`config.mk`:
```
export PLATFORM = sky130hd
export DESIGN_NAME = delay_search_lock_tracker_top
export DESIGN_NICKNAME = d
export VERILOG_FILES = /design/src/rtl/dslt_pkg.sv /design/src/rtl/dslt_core.sv /design/src/rtl/delay_search_lock_tracker_top.sv
export VERILOG_INCLUDE_DIRS = /design/src /design/src/rtl
export SDC_FILE = /design/constraint.sdc
export NUM_CORES = 2
export LEC_CHECK = 0
export BUFFER_PORTS_ARGS = -buffer_cell sky130_fd_sc_hd__clkbuf_2
export CAP_MARGIN = 20
export CORE_ASPECT_RATIO = 0.75
export CORE_MARGIN = 2
export CORE_UTILIZATION = 50
export CTS_BUF_LIST = sky130_fd_sc_hd__clkbuf_2 sky130_fd_sc_hd__clkbuf_4 sky130_fd_sc_hd__clkbuf_8
export DETAILED_ROUTE_END_ITERATION = 10
export GPL_TIMING_DRIVEN = 0
export MAX_ROUTING_LAYER = met4
export PLACE_DENSITY = 0.66
export SLEW_MARGIN = 20
export SYNTH_ARGS = -nofsm -noshare
export SYNTH_HDL_FRONTEND = slang
export SYNTH_HIERARCHICAL = 1
export SYNTH_SLANG_ARGS = --single-unit
export TNS_END_PERCENT = 30
```
`constraint.sdc`:
```
create_clock -name clk -period 13.6 [get_ports clk]
set_clock_uncertainty 0.15 [all_clocks]
set_input_delay 0 -clock clk [delete_from_list [all_inputs] [get_ports clk]]
set_output_delay 0 -clock clk [all_outputs]
set_load 0.02 [all_outputs]
```
`src/rtl/assert_macros.svh`:
```
// ----------------------------------------------------------------------------
// assert_macros.svh
// shared assertion wrappers, clocked on clk and disabled while arst_n is low
// ----------------------------------------------------------------------------
`ifndef ASSERT_MACROS_SVH
`define ASSERT_MACROS_SVH

// same-cycle implication
`define DSLT_ASSERT_SAME(lbl, pre, post) \
	lbl: assert property (@(posedge clk) disable iff (!arst_n) (pre) |-> (post)) \
		else $error("dslt assertion failed");

// next-cycle implication
`define DSLT_ASSERT_NEXT(lbl, pre, post) \
	lbl: assert property (@(posedge clk) disable iff (!arst_n) (pre) |=> (post)) \
		else $error("dslt assertion failed");

`endif

```
`src/rtl/dslt_pkg.sv`:
```
// ----------------------------------------------------------------------------
// dslt_pkg
// types, codes and helpers for the delay search and lock tracker
// ----------------------------------------------------------------------------
`default_nettype none

package dslt_pkg;

	typedef enum logic [4:0] {
		M_STOP   = 5'b00001,
		M_SEARCH = 5'b00010,
		M_FOUND  = 5'b00100,
		M_LOCK   = 5'b01000,
		M_LOST   = 5'b10000
	} mode_t;

	localparam logic [2:0] CODE_STOP   = 3'd0;
	localparam logic [2:0] CODE_SEARCH = 3'd1;
	localparam logic [2:0] CODE_FOUND  = 3'd2;
	localparam logic [2:0] CODE_LOCK   = 3'd3;
	localparam logic [2:0] CODE_LOST   = 3'd4;

	localparam int CFG_IDX_W  = 3;
	localparam int CFG_DATA_W = 48;

	typedef enum logic [CFG_IDX_W-1:0] {
		REG_ENABLE      = 3'd0,
		REG_SNR_FOUND   = 3'd1,
		REG_SNR_LOST    = 3'd2,
		REG_HOLD_COUNTS = 3'd3,
		REG_AMP_LIMITS  = 3'd4,
		REG_STEP_SIZE   = 3'd5,
		REG_FACTOR      = 3'd6,
		REG_GAIN_LIMIT  = 3'd7
	} reg_idx_t;

	localparam logic [15:0] FACTOR_RESET = 16'd4096;

	typedef struct packed {
		logic [15:0]        snr;
		logic signed [15:0] delay_error;
	} in_item_t;

	typedef struct packed {
		logic signed [15:0] move;
		logic [2:0]         tracker_state;
	} out_item_t;

	// decoded configuration handed to the tracker core
	typedef struct packed {
		logic               enable;
		logic [15:0]        snr_found;
		logic [15:0]        snr_lost;
		logic [15:0]        hold_search;
		logic [15:0]        hold_found;
		logic [15:0]        hold_lost;
		logic [15:0]        amp_min;
		logic [15:0]        amp_max;
		logic signed [15:0] step_size;
		logic [15:0]        factor;
		logic [15:0]        gain;
		logic [15:0]        max_move;
	} cfg_t;

	// register contents after reset: all zero except the growth factor
	function automatic cfg_t cfg_reset_value();
		cfg_t c;
		c = '0;
		c.factor = FACTOR_RESET;
		return c;
	endfunction

	localparam cfg_t CFG_RESET = cfg_reset_value();

	// negate with -32768 going to 32767
	function automatic logic signed [15:0] neg_sat16(input logic signed [15:0] v);
		return (v == 16'sh8000) ? 16'sh7fff : -v;
	endfunction

	function automatic logic [2:0] mode_code(input mode_t m);
		logic [2:0] c;
		case (m)
			M_STOP:   c = CODE_STOP;
			M_SEARCH: c = CODE_SEARCH;
			M_FOUND:  c = CODE_FOUND;
			M_LOCK:   c = CODE_LOCK;
			M_LOST:   c = CODE_LOST;
			default:  c = CODE_STOP;
		endcase
		return c;
	endfunction

endpackage

`default_nettype wire

```
`src/rtl/dslt_core.sv`:
```
// ----------------------------------------------------------------------------
// dslt_core
// tracker state registers and the per-item next-state and move logic
// ----------------------------------------------------------------------------
`default_nettype none
`include "assert_macros.svh"

module dslt_core
	import dslt_pkg::*;
(
	input  wire logic      clk,
	input  wire logic      arst_n,
	input  wire logic      adv,
	input  wire cfg_t      cfg,
	input  wire in_item_t  item,
	output out_item_t      result
);

	mode_t              mode_q;
	logic [15:0]        dwell_q;
	logic signed [15:0] step_q;
	logic signed [23:0] cum_q;
	logic [15:0]        amp_q;
	logic               neg_q;

	mode_t              mode_pre, mode_nxt;
	logic [15:0]        dwell_pre, dwell_nxt, dwell_inc;
	logic signed [15:0] step_pre, step_nxt, base_step, move;
	logic signed [23:0] cum_pre, cum_nxt, cum_sat;
	logic [15:0]        amp_pre, amp_nxt, amp_grow, amp_sel, amp_cap;
	logic               neg_pre, neg_nxt;

	logic signed [24:0] cum_sum;
	logic [24:0]        cum_mag;
	logic               reverse;
	logic [31:0]        amp_prod;

	logic signed [32:0] lock_prod;
	logic signed [24:0] lock_m, lock_lim, lock_c;
	logic signed [15:0] lock_move;

	// enable and start-up handling ahead of the per-mode update
	always_comb begin
		mode_pre  = mode_q;
		dwell_pre = dwell_q;
		step_pre  = step_q;
		cum_pre   = cum_q;
		amp_pre   = amp_q;
		neg_pre   = neg_q;
		if (!cfg.enable) begin
			mode_pre = M_STOP;
		end else if (mode_q == M_STOP) begin
			mode_pre  = M_SEARCH;
			neg_pre   = 1'b0;
			dwell_pre = '0;
			step_pre  = cfg.step_size;
			cum_pre   = '0;
			amp_pre   = cfg.amp_min;
		end
	end

	assign base_step = neg_pre ? neg_sat16(cfg.step_size) : cfg.step_size;
	assign dwell_inc = (dwell_pre == 16'hffff) ? dwell_pre : dwell_pre + 16'd1;

	// search sweep arithmetic
	assign cum_sum = {cum_pre[23], cum_pre} + {{9{step_pre[15]}}, step_pre};
	always_comb begin
		if (cum_sum[24] != cum_sum[23]) begin
			cum_sat = cum_sum[24] ? 24'sh800000 : 24'sh7fffff;
		end else begin
			cum_sat = cum_sum[23:0];
		end
	end
	assign cum_mag  = cum_sat[23] ? (25'd0 - {1'b1, cum_sat}) : {1'b0, cum_sat};
	assign reverse  = (cum_mag >= {9'd0, amp_pre});
	assign amp_prod = {16'd0, amp_pre} * {16'd0, cfg.factor};
	assign amp_grow = (amp_prod[31:28] != 4'd0) ? 16'hffff : amp_prod[27:12];
	assign amp_sel  = reverse ? amp_grow : amp_pre;
	assign amp_cap  = (amp_sel > cfg.amp_max) ? cfg.amp_max : amp_sel;

	// lock move: floor((delay * gain) / 256), clamped to +-max_move, then to 16 bits
	assign lock_prod = item.delay_error * $signed({1'b0, cfg.gain});
	assign lock_m    = $signed(lock_prod[32:8]);
	assign lock_lim  = $signed({9'd0, cfg.max_move});
	always_comb begin
		if (lock_m > lock_lim) begin
			lock_c = lock_lim;
		end else if (lock_m < -lock_lim) begin
			lock_c = -lock_lim;
		end else begin
			lock_c = lock_m;
		end
		if (lock_c > 25'sd32767) begin
			lock_move = 16'sh7fff;
		end else if (lock_c < -25'sd32768) begin
			lock_move = 16'sh8000;
		end else begin
			lock_move = lock_c[15:0];
		end
	end

	always_comb begin
		mode_nxt  = mode_pre;
		dwell_nxt = dwell_pre;
		step_nxt  = step_pre;
		cum_nxt   = cum_pre;
		amp_nxt   = amp_pre;
		neg_nxt   = neg_pre;
		move      = '0;
		case (mode_pre)
			M_STOP: begin
			end
			M_SEARCH: begin
				if (item.snr > cfg.snr_found) begin
					mode_nxt  = M_FOUND;
					dwell_nxt = '0;
				end else if (dwell_inc < cfg.hold_search) begin
					dwell_nxt = dwell_inc;
				end else begin
					dwell_nxt = '0;
					move      = step_pre;
					cum_nxt   = cum_sat;
					amp_nxt   = amp_cap;
					step_nxt  = reverse ? neg_sat16(step_pre) : step_pre;
				end
			end
			M_FOUND: begin
				if (item.snr < cfg.snr_lost) begin
					mode_nxt  = M_SEARCH;
					dwell_nxt = '0;
					step_nxt  = base_step;
				end else begin
					dwell_nxt = dwell_inc;
					if (dwell_inc >= cfg.hold_found) begin
						mode_nxt = M_LOCK;
					end
				end
			end
			M_LOCK: begin
				if (item.snr < cfg.snr_lost) begin
					mode_nxt  = M_LOST;
					dwell_nxt = '0;
				end else begin
					move = lock_move;
				end
			end
			M_LOST: begin
				if (item.snr > cfg.snr_found) begin
					mode_nxt = M_LOCK;
				end else begin
					dwell_nxt = dwell_inc;
					if (dwell_inc >= cfg.hold_lost) begin
						mode_nxt  = M_SEARCH;
						dwell_nxt = '0;
						step_nxt  = base_step;
						cum_nxt   = '0;
						amp_nxt   = cfg.amp_min;
						neg_nxt   = !neg_pre;
					end
				end
			end
			default: begin
				mode_nxt = M_STOP;
			end
		endcase
	end

	assign result.move          = move;
	assign result.tracker_state = mode_code(mode_nxt);

	always_ff @(posedge clk or negedge arst_n) begin
		if (!arst_n) begin
			mode_q  <= M_STOP;
			dwell_q <= '0;
			step_q  <= '0;
			cum_q   <= '0;
			amp_q   <= '0;
			neg_q   <= 1'b0;
		end else if (adv) begin
			mode_q  <= mode_nxt;
			dwell_q <= dwell_nxt;
			step_q  <= step_nxt;
			cum_q   <= cum_nxt;
			amp_q   <= amp_nxt;
			neg_q   <= neg_nxt;
		end
	end

	`DSLT_ASSERT_NEXT(a_disable_stops, adv && !cfg.enable, mode_q == M_STOP)
	`DSLT_ASSERT_NEXT(a_start_unnegated, adv && cfg.enable && (mode_q == M_STOP), !neg_q)
	`DSLT_ASSERT_NEXT(a_hold_when_idle, !adv, $stable(mode_q) && $stable(dwell_q) && $stable(cum_q))
	`DSLT_ASSERT_SAME(a_move_only_moving, (move != 16'sd0),
		(mode_pre == M_LOCK) || (mode_pre == M_SEARCH))

endmodule

`default_nettype wire

```
`src/rtl/delay_search_lock_tracker_top.sv`:
```
// ----------------------------------------------------------------------------
// delay_search_lock_tracker_top
// delay search and lock tracker with config registers, input and result stages
// ----------------------------------------------------------------------------
// One item per clock cycle sustained while out_stall stays low; each item passes
// through the input register, then the result register. The tracker state loop
// (mode, dwell, sweep step, cumulative move, amplitude) closes through the
// combinational next-state logic in dslt_core, which also holds the two
// 16x16 multipliers (amplitude growth and lock gain). Configuration writes are
// always ready and take effect on the next item.
`default_nettype none

module delay_search_lock_tracker_top
	import dslt_pkg::*;
(
	input  wire logic                  clk,
	input  wire logic                  arst_n,
	input  wire logic                  in_valid,
	output logic                       in_stall,
	input  wire in_item_t              in_data,
	output logic                       out_valid,
	input  wire logic                  out_stall,
	output out_item_t                  out_data,
	input  wire logic                  cfg_valid,
	output logic                       cfg_ready,
	input  wire logic [CFG_IDX_W-1:0]  cfg_index,
	input  wire logic [CFG_DATA_W-1:0] cfg_data
);

	cfg_t      cfg_q;
	logic      valid_s1;
	in_item_t  item_s1;
	logic      out_valid_q;
	out_item_t out_item_q;
	out_item_t result;
	logic      adv;
	logic      in_take;

	assign cfg_ready = 1'b1;

	always_ff @(posedge clk or negedge arst_n) begin
		if (!arst_n) begin
			cfg_q <= CFG_RESET;
		end else if (cfg_valid && cfg_ready) begin
			case (reg_idx_t'(cfg_index))
				REG_ENABLE: begin
					cfg_q.enable <= cfg_data[0];
				end
				REG_SNR_FOUND: begin
					cfg_q.snr_found <= cfg_data[15:0];
				end
				REG_SNR_LOST: begin
					cfg_q.snr_lost <= cfg_data[15:0];
				end
				REG_HOLD_COUNTS: begin
					cfg_q.hold_search <= cfg_data[15:0];
					cfg_q.hold_found  <= cfg_data[31:16];
					cfg_q.hold_lost   <= cfg_data[47:32];
				end
				REG_AMP_LIMITS: begin
					cfg_q.amp_min <= cfg_data[15:0];
					cfg_q.amp_max <= cfg_data[31:16];
				end
				REG_STEP_SIZE: begin
					cfg_q.step_size <= $signed(cfg_data[15:0]);
				end
				REG_FACTOR: begin
					cfg_q.factor <= cfg_data[15:0];
				end
				REG_GAIN_LIMIT: begin
					cfg_q.gain     <= cfg_data[15:0];
					cfg_q.max_move <= cfg_data[31:16];
				end
				default: begin
				end
			endcase
		end
	end

	// the input stage moves on whenever the result register is free or being taken
	assign adv      = valid_s1 && (!out_valid_q || !out_stall);
	assign in_stall = valid_s1 && !adv;
	assign in_take  = in_valid && !in_stall;

	always_ff @(posedge clk or negedge arst_n) begin
		if (!arst_n) begin
			valid_s1 <= 1'b0;
		end else begin
			valid_s1 <= in_take || (valid_s1 && !adv);
		end
	end

	always_ff @(posedge clk) begin
		if (in_take) begin
			item_s1 <= in_data;
		end
	end

	dslt_core u_core (
		.clk    (clk),
		.arst_n (arst_n),
		.adv    (adv),
		.cfg    (cfg_q),
		.item   (item_s1),
		.result (result)
	);

	always_ff @(posedge clk or negedge arst_n) begin
		if (!arst_n) begin
			out_valid_q <= 1'b0;
		end else if (adv) begin
			out_valid_q <= 1'b1;
		end else if (!out_stall) begin
			out_valid_q <= 1'b0;
		end
	end

	always_ff @(posedge clk) begin
		if (adv) begin
			out_item_q <= result;
		end
	end

	assign out_valid = out_valid_q;
	assign out_data  = out_item_q;

endmodule

`default_nettype wire
```
; ---- Yosys cells after proc, flatten, opt, wreduce, memory -nomap -nowiden
; Cells that the tools add are included.
[word_totals]
out_inout_bits = 22
reg_bits = 308
inputBits = 88
wordCells = 152
[op_classes]
n_eq_ne = 22
magnitude_cmp = 11
mux = 67
n_reduce_logical = 20
n_mul = 2
addsub = 6
[ops]
columns = operator, n
row1 = two-way mux 16 bit, 34
row2 = two-way mux 24 bit, 8
row3 = two-way mux 25 bit, 3
row4 = case mux 16 bit (2 select lines), 2
row5 = case mux 16 bit (4 select lines), 1
row6 = equality test 16 bit (second input constant), 3
row7 = case mux 16 bit (3 select lines), 1
row8 = case mux 24 bit (2 select lines), 1
row9 = two-way mux 5 bit, 8
row10 = multiplier 16 x 17 -> 33 bit, 1
row11 = greater-or-equal comparator 16 bit, 2
row12 = > comparator 16 bit, 2
row13 = < comparator 16 bit, 2
row14 = multiplier 16 x 16 -> 32 bit, 1
row15 = negation 16 bit, 2
row16 = adder 24 x 16 -> 25 bit, 1
row17 = greater-or-equal comparator 25 x 16 -> 1 bit, 1
row18 = > comparator 25 x 16 -> 1 bit (second input constant), 1
row19 = > comparator 25 x 17 -> 1 bit, 1
row20 = < comparator 25 x 16 -> 1 bit (second input constant), 1
row21 = < comparator 25 bit, 1
row22 = negation 16 -> 25 bit, 1
row23 = case mux 5 bit (5 select lines), 1
row24 = subtractor 1 x 25 -> 25 bit (first input constant), 1
row25 = other kinds (19), 48

; ---- Logic depth before layout (Yosys ltp)
[depth]
ltp_word = 15
mapped_depth = 62
ltp_nobuf = 52

; ---- Hierarchy
; Netlist, hierarchy kept.
[by_module_without_submodules]
columns = mod, n_inst, seq_area_each_um2, cells_each, area_per_inst_um2
row1 = dslt_core, 1, 1953.1, 3890, 30793.3
row2 = delay_search_lock_tracker_top, 1, 6012.0, 445, 8570.7

; ---- Worst setup path after synthesis
; Ideal clock, no wire load.
[synth_path]
kind = register to register
from = register u_core.mode_q[3]
to = register u_core.amp_q[2]
t_required_ps = 13358
path_stages_with_launch = 60
path_slack_ps = 2181
arrival_time_ps = 11178
n_path_buf = 12
setup_ps = 92
synth_period_minus_slack_ps = 11419
cell_sequence = dfrtp_1 > or3_1 > or2_2 > buf_2 > buf_2 > clkbuf_1 > buf_1 > clkbuf_1 > and2_1 > ha_1 > a21o_1 > a2111oi_0 > a21oi_1 > a21oi_1 > o21bai_1 > xnor2_1 > ha_1 > inv_1 > (+24 left out) > clkbuf_1 > nor2_1 > a31oi_1 > ha_1 > a21oi_1 > o22ai_1 > o21a_1 > o21a_1 > o21a_1 > o21ai_0 > nand2b_1 > a21oi_1 > a31oi_1 > nand2b_1 > clkbuf_1 > clkbuf_1 > o221ai_1 > o31ai_2
[synth_between]
elab_chain_len = 15
word_cells_on_any_way = 36
cone_classes = 3 x add/sub / 1 x mul / 4 x order compare / 5 x eq/ne / 22 x mux / 1 x reduce/logical
[synth_lines]
columns = element, line_no
row1 = "start, declared", dslt_core.sv:19  ; mode_t mode_q;
row2 = "start signal, assigned", dslt_core.sv:180  ; mode_q <= mode_nxt;
row3 = equality test 5 x 1 -> 1 bit, dslt_core.sv:52  ; end else if (mode_q == M_STOP) begin
row4 = two-way mux 24 bit / two-way mux 16 bit (equally long branches), dslt_core.sv:52
row5 = two-way mux 24 bit / two-way mux 16 bit (equally long branches), dslt_core.sv:50  ; if (!cfg.enable) begin
row6 = adder 24 x 16 -> 25 bit, dslt_core.sv:66  ; assign cum_sum = {cum_pre[23], cum_pre} + {{9{step_pre[15]}}, step_pre};
row7 = two-way mux 24 bit / inequality test 1 bit (equally long branches), "dslt_core.sv:69, dslt_core.sv:68"
row8 = two-way mux 24 bit, dslt_core.sv:68  ; if (cum_sum[24] != cum_sum[23]) begin
row9 = subtractor 1 x 25 -> 25 bit, dslt_core.sv:74  ; assign cum_mag = cum_sat[23] ? (25'd0 - {1'b1, cum_sat}) : {1'b0, cum_sat};
row10 = two-way mux 25 bit, dslt_core.sv:74
row11 = greater-or-equal comparator 25 x 16 -> 1 bit, dslt_core.sv:75  ; assign reverse = (cum_mag >= {9'd0, amp_pre});
row12 = two-way mux 16 bit, dslt_core.sv:78  ; assign amp_sel = reverse ? amp_grow : amp_pre;
row13 = > comparator 16 bit, dslt_core.sv:79  ; assign amp_cap = (amp_sel > cfg.amp_max) ? cfg.amp_max : amp_sel;
row14 = two-way mux 16 bit, dslt_core.sv:79
row15 = two-way mux 16 bit, dslt_core.sv:117  ; end else if (dwell_inc < cfg.hold_search) begin
row16 = two-way mux 16 bit, dslt_core.sv:114  ; if (item.snr > cfg.snr_found) begin
row17 = case mux 16 bit (2 select lines) (*), dslt_core.sv:110  ; case (mode_pre)
row18 = "end signal, assigned", dslt_core.sv:184  ; amp_q <= amp_nxt;
row19 = "end, declared", dslt_core.sv:23  ; logic [15:0] amp_q;
; Every way passes the cells marked *; elsewhere a longest branch is shown, timed or not.
; A chain may end at the register's enable or synchronous reset.

; ---- Worst setup path after layout
[layout_path]
from = register cfg_q[176] (netlist name)
to = register u_core.amp_q[3]
[layout_between]
elab_chain_len = 13
word_cells_on_any_way = 30
cone_classes = 3 x add/sub / 1 x mul / 4 x order compare / 4 x eq/ne / 17 x mux / 1 x reduce/logical
[layout_lines]
columns = element, line_no
row1 = "start, declared", delay_search_lock_tracker_top.sv:30  ; cfg_t cfg_q;
row2 = two-way mux 24 bit / two-way mux 16 bit (equally long branches), dslt_core.sv:50
row3 = adder 24 x 16 -> 25 bit, dslt_core.sv:66
row4 = two-way mux 24 bit / inequality test 1 bit (equally long branches), "dslt_core.sv:69, dslt_core.sv:68"
row5 = two-way mux 24 bit, dslt_core.sv:68
row6 = subtractor 1 x 25 -> 25 bit, dslt_core.sv:74
row7 = two-way mux 25 bit, dslt_core.sv:74
row8 = greater-or-equal comparator 25 x 16 -> 1 bit, dslt_core.sv:75
row9 = two-way mux 16 bit, dslt_core.sv:78
row10 = > comparator 16 bit, dslt_core.sv:79
row11 = two-way mux 16 bit, dslt_core.sv:79
row12 = two-way mux 16 bit, dslt_core.sv:117
row13 = two-way mux 16 bit, dslt_core.sv:114
row14 = case mux 16 bit (2 select lines) (*), dslt_core.sv:110
; Marked as above.

==> metrics.md <==
| Metric | Value |
|---|---|
| Run status | `complete, no violations` |
| Overall die width | `328.0 microns` |
| Slew of the pin with the lowest slew margin | `1.123 ns` |
| Dominant cell type by area after synthesis | `fa_1` |
| Netlist area before placement | `39360 sq um` |
| Post-Synth XOR/XNOR Area | `2.371%` |
| Yosys warning total | `6` |
| Multiplexer share of the synthesized area | `6.688%` |
| Total of endpoints with negative setup slack in the final report | `0` |
| Gate count of the mapped netlist | `4335` |
| Top post-synthesis cells by area | `fa_1 20%, dfrtp_1 16%, ha_1 13%` |
| Relative slew slack | `24.53%` |
| Fraction of layout instances using a drive strength above 1 | `11.51%` |
| Minimum clock period after layout | `13.05 ns` |
| Area fraction in and, or, nand and nor cells after synthesis | `16.94%` |
| Post-synthesis async set-or-reset flop share | `83.44%` |
| Via count | `33760` |
| Number of flip-flops and latches in the synthesized netlist | `308` |
| Library cell contributing the largest single delay on the critical path | `clkbuf_1` |
| Placed wire-length estimate after detailed placement | `98740 microns` |
| Final worst-path cycle share | `95.97%` |
| Register clock-pin slew on the reported worst setup and hold paths | `0.07 ns` |
| Floorplan Core Area | `78280 sq um` |
| Port Buffers | `104` |
| Root buffer cell | `clkbuf_8` |
| Critical Path Start Type | `flop` |
| Weighted congestion at the end of routability-driven global placement | `0.9865` |
| Vias in the first global route | `33060` |
| Drt first-iter violations | `3797` |
| Capturing element type of the critical path | `flop` |
| Via density per instance | `5.872` |
| Path type of the worst setup path | `flop to flop` |
| CTS tree | `yes` |
| Clock insertion delay at the later pin of the skew report | `0.71 ns` |
| # rows | `89` |
| Post-synth net total | `5206` |
| Number of design rule violations left after detail routing | `0` |
| Vertical extent of the die | `247.0 microns` |
| Number of ports placed on the die boundary | `110` |
| Clock Tree Buf Depth | `3` |
| Overall die area | `81010 sq um` |
| Combinational family with the most area after synthesis | `adder cells` |
| Fill cells | `6984` |
| EDFF count, synth | `51` |
| Worst min-delay path category | `input port to flop` |
| Proportion of synthesized chip area in sequential cells | `20.23%` |
| Post-synthesis share of cell area spent on full adders, half adders and majority gates | `32.27%` |
| Post-route setup TNS | `0 ns` |
| Total clock buffers created by CTS | `54` |
| FMAX | `76.62 MHz` |
| Wire length per cell | `22.30 microns` |
| Data required time of the worst path | `14.02 ns` |
| Synthesized area divided by synthesized cell count | `9.081 sq um` |
| Layout-stage area growth over the synthesis result | `12.50%` |
| Critical path data arrival time | `13.47 ns` |
| Biggest fanout along the worst timing path | `10` |
| Number of antenna violations at the first check in global routing | `8` |
| Pin count of the biggest net entering global routing | `89` |
| Global-route wire length before repair | `198900 microns` |
| Share of the synthesized area in the top cell type | `19.68%` |
| Net count, final | `5527` |
| Slew Limit Fails | `0` |
| Hold Crit Depth | `3` |
| Peak per-stage delay on the critical path | `0.63 ns` |
| Number of distinct library cell variants in the gate-level netlist after synthesis | `115` |
| Dominant cell type by count on the critical path | `fa_1` |
| Post-Route WL | `128200 microns` |
| Total grt overflow | `0` |
| Htree depth | `2` |
| Post-synthesis compound-gate area fraction | `12.84%` |
| Number of max-capacitance violations reported | `0` |
| Worst hold slack after final layout | `0.05919 ns` |
| GRT Util Overall | `32.99%` |
| Cell count of the worst reg-to-reg path | `45` |
| Initial Util | `50.28%` |
| Final-report hold violation count | `0` |
| CTS sink count | `308` |
| Main flop type after synthesis | `dfrtp_1` |
| First-pass iteration count of the detailed router | `6` |
| Number of nets with antenna violations after routing | `0` |
## repair_timing
item / in CTS / in global routing
setup buffers: 1 / 4
endpoints found under the hold margin: 438 / 0
gates resized for setup: 16 / 52
hold buffers: 152 / 0
setup endpoints to repair: 16 / 16
## state kept, by name, indices dropped and copies added (netlist names)
| name | cells |
|---|---|
| u_core/neg_q | 1 |
| u_core/mode_q | 5 |
| cfg_q | 177 |
| u_core/cum_q | 24 |
| valid_s1 | 1 |
| u_core/dwell_q | 16 |
| out_valid | 1 |
| out_data | 19 |
| u_core/amp_q | 16 |
| item_s1 | 32 |
| u_core/step_q | 16 |
## critical path: cells and delay by family (launching register included)
family | cells | cell delay (ns)
flip-flops | 1 | 0.56
adder cells (fa/ha/maj) | 8 | 3.69
XOR/XNOR | 1 | 0.19
AO/OA/AOI/OAI | 17 | 3.32
AND/OR/NAND/NOR | 8 | 1.79
buffers and inverters | 11 | 3.19
## stage by stage
| step | cells | instance area [sq um] | util (%) | setup slack (ns) |
|---|---|---|---|---|
| final | 5750 | 44280 | 56.57 | 0.5477 |
| after floorplan | 4335 | 39360 | - | 2.181 |
| after global placement | 5485 | 41190 | 52.62 | -1.647 |
| after global routing | 5747 | 44280 | 56.56 | -0.01051 |
| after detailed placement | 5492 | 41380 | 52.86 | -1.682 |
| after CTS | 5744 | 44160 | 56.41 | 0.04625 |
## worst paths after layout
kind / from / end / slack, ns
setup / recovery: cfg_q[176] / u_core/amp_q[3] / 0.55
hold / removal: cfg_data[35] / cfg_q[99] / 0.06
hold reg to reg: u_core/cum_q[20] / u_core/cum_q[20] / 0.33
setup reg to reg: cfg_q[176] / u_core/amp_q[3] / 0.55
min in group asynchronous: arst_n / u_core/cum_q[21] / 0.21
max in group asynchronous: arst_n / cfg_q[21] / 11.32
## routing by layer
layer	wire, microns	global-route usage (%)
met1	60100	49.15
met4	3115	7.731
met3	13810	7.950
met2	51210	44.58
met5	0	-
## area by class of cell
type                    count  area (sq um)  share of cell area, %
multi-input cells        3175         28130                  63.52
flip-flops and latches    308          7965                  17.99
inverters                 661          2485                  5.611
repair buffers            268          2237                  5.052
well taps                1046          1309                  2.955
plain buffers             188         942.2                  2.128
clock buffers              76         939.7                  2.122
clock inverters            24         266.5                 0.6018
diodes                      4         10.01                0.02260
## cell families (layout without fill, tap and decap cells)
| family | Yosys count | count (layout) |
|---|---|---|
| other | 1 | 5 |
| DFF | 308 | 308 |
| and+or+nand+nor | 1330 | 1330 |
| buffers and inverters | 852 | 1217 |
| AOI/OAI and AO/OA | 736 | 736 |
| adders and majority gates | 783 | 783 |
| muxes | 220 | 220 |
| xor gates and xnor gates | 105 | 105 |
## synthesized netlist by cell type (all sizes together), types with 35 or more instances
cell type,instances
a21oi,167
nor3,57
dfrtp,255
xor2,42
edfxtp,51
nand3,51
a21o,54
o211ai,35
nand2,485
o221ai,37
mux2i,36
mux2,184
o21ai,163
buf,51
nor2,218
inv,661
ha,396
fa,387
and2,297
nand4,44
xnor2,62
clkbuf,140
## cells in the final DEF, fill, tap and decap left out, types with 32 or more instances in the layout
cell type	instances
and2_1	293
clkbuf_8	60
xnor2_1	62
a21o_1	54
mux2_2	118
dlygate4sd3_1	152
nand3_1	50
a22oi_1	32
edfxtp_1	51
clkbuf_2	122
nand2b_1	32
o21ai_0	153
inv_1	659
nand2_1	481
o211ai_1	35
fa_1	387
a21oi_1	163
dfrtp_1	255
nor2_1	216
clkbuf_1	115
ha_1	396
xor2_1	42
mux2_4	50
nor3_1	52
o221ai_1	37
nand4_1	43
Power is left out: the tool's default activity adds up to more than one toggle a clock period on the data nets, which glitch-free logic cannot reach.
